$ cat src/hdl/crc8frc_pkg.sv
package crc8frc_pkg;

	// Register indexes of the configuration port
	localparam logic [0:0] REG_NODE_ADDRESS = 1'b0;
	localparam logic [0:0] REG_CRC_POLY     = 1'b1;

	localparam logic [7:0] NODE_ADDRESS_RST = 8'h00;
	localparam logic [7:0] CRC_POLY_RST     = 8'h07;
	localparam logic [7:0] CRC_TOP_BIT      = 8'h80;

	typedef enum logic [2:0] {
		ST_ACCEPTED = 3'd0,
		ST_ADDRESS  = 3'd1,
		ST_CRC      = 3'd2,
		ST_SHORT    = 3'd3,
		ST_LONG     = 3'd4
	} status_t;

	// Per-frame context kept in the context memory
	typedef struct packed {
		logic [7:0] crc;
		logic [7:0] idx;
		logic [7:0] clen;
		logic       match;
		logic [7:0] held;
	} ctx_t;

	// One result item
	typedef struct packed {
		logic [7:0] data_byte;
		logic       data_valid;
		logic       frame_done;
		status_t    status;
		logic [7:0] flen;
	} res_t;

	// MSB-first CRC-8 over one byte, zero-free of reflection and final xor
	function automatic logic [7:0] crc8_byte(input logic [7:0] rem, input logic [7:0] b,
		input logic [7:0] poly);
		logic [7:0] r;
		r = rem ^ b;
		for (int k = 0; k < 8; k++) begin
			if ((r & CRC_TOP_BIT) != 8'h00) begin
				r = {r[6:0], 1'b0} ^ poly;
			end else begin
				r = {r[6:0], 1'b0};
			end
		end
		return r;
	endfunction

endpackage

$ cat src/hdl/crc8frc_step.sv
module crc8frc_step #(
	parameter int MAX_FRAME_BYTES = 255
) (
	input  crc8frc_pkg::ctx_t ctx_cur,
	input  logic [7:0]        rx_byte,
	input  logic              last_byte,
	input  logic [7:0]        node_address,
	input  logic [7:0]        crc_polynomial,
	output crc8frc_pkg::ctx_t ctx_next,
	output crc8frc_pkg::res_t res
);
	import crc8frc_pkg::*;

	localparam logic [7:0] MaxB  = 8'(MAX_FRAME_BYTES);
	localparam logic [8:0] MaxW  = 9'(MAX_FRAME_BYTES);

	logic       match;
	logic [7:0] clen;
	logic [8:0] limit;
	logic       crc_on;
	logic [7:0] crc;
	logic [8:0] count;
	logic [8:0] capped;
	logic       below_max;
	ctx_t       upd;
	status_t    status;

	// Capture address and claimed length, advance the CRC over the covered bytes
	always_comb begin
		match     = (ctx_cur.idx == 8'd0) ? (rx_byte == node_address) : ctx_cur.match;
		clen      = (ctx_cur.idx == 8'd2) ? rx_byte : ctx_cur.clen;
		limit     = {1'b0, clen} + 9'd4;
		crc_on    = (ctx_cur.idx < 8'd3) || ({1'b0, ctx_cur.idx} < limit);
		crc       = crc_on ? crc8_byte(ctx_cur.crc, rx_byte, crc_polynomial) : ctx_cur.crc;
		below_max = ctx_cur.idx < MaxB;
		count     = {1'b0, ctx_cur.idx} + 9'd1;
		capped    = (count > MaxW) ? MaxW : count;

		upd.crc   = crc;
		upd.idx   = below_max ? count[7:0] : MaxB;
		upd.clen  = clen;
		upd.match = match;
		upd.held  = rx_byte;
	end

	// Verdict: too long, then address, then short, then crc
	always_comb begin
		if (!below_max) begin
			status = ST_LONG;
		end else if (!match) begin
			status = ST_ADDRESS;
		end else if (count < limit) begin
			status = ST_SHORT;
		end else if (crc != 8'h00) begin
			status = ST_CRC;
		end else begin
			status = ST_ACCEPTED;
		end
	end

	// Build the result and drop the context at frame end
	always_comb begin
		res.data_byte  = ctx_cur.held;
		res.data_valid = (ctx_cur.idx >= 8'd2) && below_max;
		res.frame_done = last_byte;
		res.status     = last_byte ? status : ST_ACCEPTED;
		res.flen       = (last_byte && capped >= 9'd2) ? 8'(capped - 9'd2) : 8'd0;
		ctx_next       = last_byte ? '0 : upd;
	end

endmodule

$ cat config.mk
export PLATFORM = sky130hd
export DESIGN_NAME = crc8frc_step
export DESIGN_NICKNAME = d
export VERILOG_FILES = /design/src/hdl/crc8frc_pkg.sv /design/src/hdl/crc8frc_step.sv
export SDC_FILE = /design/constraint.sdc
export NUM_CORES = 1
export LEC_CHECK = 0
export ABC_AREA = 1
export BUFFER_PORTS_ARGS = -buffer_cell sky130_fd_sc_hd__buf_2
export CAP_MARGIN = 40
export CORE_MARGIN = 3
export CORE_UTILIZATION = 57
export DETAILED_ROUTE_END_ITERATION = 7
export PLACE_DENSITY_LB_ADDON = 0.2
export SKIP_LAST_GASP = 1
export SYNTH_ARGS = -nofsm -noshare
export SYNTH_HDL_FRONTEND = slang
export SYNTH_SLANG_ARGS = --single-unit
$ cat constraint.sdc
create_clock -name vclk -period 15
set_input_delay 3 -clock vclk [all_inputs]
set_output_delay 3 -clock vclk [all_outputs]
set_load 0.005 [all_outputs]
==> metrics <==
MaxCap Viol Count=0; Final #Nets=689; leading cell type in the layout, fill and taps excluded=nand2_1; static leakage=1.988 nW; Crit-path slowest cell=nor2_1; Worst slew margin=49.23%; n_diodes=0; post_cts resized=0; # port buffers=96; Reg area=0 sq um; FFs & Latches=0; Die Wd=77.92 um; CLK BUF=0; setup_tns=0 ps; Worst Setup End Kind=primary output; Setup crit start kind=input port; share of cells above drive strength 1=24.14%; CTS Hold Buffers Added=0; Filler Cell Count=484; Crit. Startpoint=ctx_cur[21]; Worst IR Drop VDD=0.07368 mV; RePlAce Congestion=0.9396; first-pass GRT wire length=14550 um; min cycle time layout=10030 ps; Tightest Hold Check Type=in -> out; Synth Warn #=0; Cell Pwr Density=76.21 nW/um^2; final hold vios=0; Post-Syn Nets=617; # IOs=112; Std-Cell Rows=25; largest net degree at the start of global routing=37; total chip power=0.2555 mW; Post-Syn Area=2948 sq um; Total GRT Usage=27.75%; multi-input logic area=2476 sq um; Area Growth Syn to Fin=13.71%; Critical Path End=res[9]; CP Class=in -> out; Critical Path AT=7030 ps; Die Area=6071 sq um; Unique masters post-synth=41; Total Wirelength=8332 um; commonest non-fill, non-tap cells in the layout=nand2_1, buf_2, nor2_1; Final period util=66.85%; Core Area=4848 sq um; critical-path maximum fanout=16; RSZ-0062 raised after global routing=no; Seq/Total Area, Yosys=0%; gr ovfl total=0; vias in the first global route=3425; max-slew violation count=0; post-DR vias/cell=5.203; Die Ht=77.92 um; Final Setup Violations=0; synthesized netlist cell count=539; CP cell instances=buf_2 > nor4_1 > inv_1 > nor2_1 > o21ai_0 > ha_1 > xnor2_1 > ha_1 > a21oi_1 > o221ai_1 > nand3_1 > nand2_1 > a21o_1 > nand2_1 > inv_2 > nand2_1 > nand3_1 > nor2_1 > nand2_1 > nor2_1 > nor2_1 > buf_2; Post-DRT Antenna Nets=0; routed length per placed instance=12.33 um; # DRC=0; slowest cell delay on critical path=600 ps; initial antenna violation count=0; Slew @ Worst Pin=758.7 ps; initial core utilization=60.80%; status=finished clean; CP required=12000 ps; total iterations of the first detailed-routing run=4; Max Freq=0.09973 GHz; Post-Route Utilization=69.14%; routed via count=3517; Syn Area/Cell=5.469 sq um; postcts setup bufs=0; initial DRC count=100; HP Start=ctx_cur[4]; hpwl dp=7071 um
per-stage QoR:
stage	instances	worst slack (ps)	cell area, sq um	hold slack, ps
2_1_floorplan	539	5967	2948	6067
3_3_place_gp	676	5186	3352	6000
3_5_place_dp	676	5016	3352	6000
4_1_cts	676	5012	3352	6000
5_1_grt	676	4435	3352	6000
6_report	676	4973	3352	6000
cells in the mapped netlist (6+ instances only):
master / instances / area (sq um)
a21oi_1: 18 / 90.09
buf_2: 8 / 40.04
buf_4: 10 / 75.07
clkbuf_1: 6 / 22.52
clkinv_1: 7 / 26.28
ha_1: 20 / 250.2
inv_1: 67 / 251.5
inv_2: 9 / 33.78
nand2_1: 142 / 533.0
nand2_2: 15 / 93.84
nand2_4: 7 / 78.83
nand3_1: 49 / 245.2
nand3_2: 6 / 60.06
nand4_1: 6 / 37.54
nor2_1: 70 / 262.8
o21ai_0: 12 / 60.06
xnor2_1: 23 / 201.4
xor2_1: 26 / 227.7
per-layer routing:
| layer | vias up | global-route usage [%] | wire [um] | part of all wire (%) |
|---|---|---|---|---|
| li1 | 1811 | - | - | - |
| met4 | 0 | 9.615 | 250 | 3.0 |
| met5 | - | 0 | 0 | 0 |
| met1 | 1584 | 31.17 | 3490 | 42 |
| met3 | 20 | 1.624 | 377 | 4.5 |
| met2 | 102 | 54.28 | 4213 | 51 |
logic make-up (layout without fill, tap and decap cells):
group                      Yosys count  count (layout)  synth area share (%)
and+or+nand+nor                    320             320                 52.42
buffers and inverters              109             179                 16.00
xor gates and xnor gates            51              51                 15.66
AOI/OAI and AO/OA                   39              39                 7.428
adders and majority gates           20              20                 8.489
critical path, delay by kind of cell:
family	cells	cell delay (ps)
adders and majority gates	2	630
buffers and inverters	4	510
AOI/OAI and AO/OA	4	770
xor gates and xnor gates	1	240
and+or+nand+nor	11	1880
final cells by class:
cell class | count | share of cell area [%]
inverters | 83 | 9.295
well taps | 67 | 2.501
repair buffers | 96 | 14.33
multi-input cells | 430 | 73.87
worst min path at each step:
stage,endpoint,cells past startpoint
floorplan,ctx_next[6],2
detailed placement,res[17],0
CTS,res[17],0
global route,res[20],0
finish,res[17],0
global placement,res[17],0
where the power goes:
| part | total [mW] | switching [mW] | internal, mW |
|---|---|---|---|
| Combinational | 0.255 | 0.158 | 0.0976 |
| Sequential | 0 | 0 | 0 |
| Clock | 0 | 0 | 0 |
No activity file was read; power rests on OpenSTA's default activity.
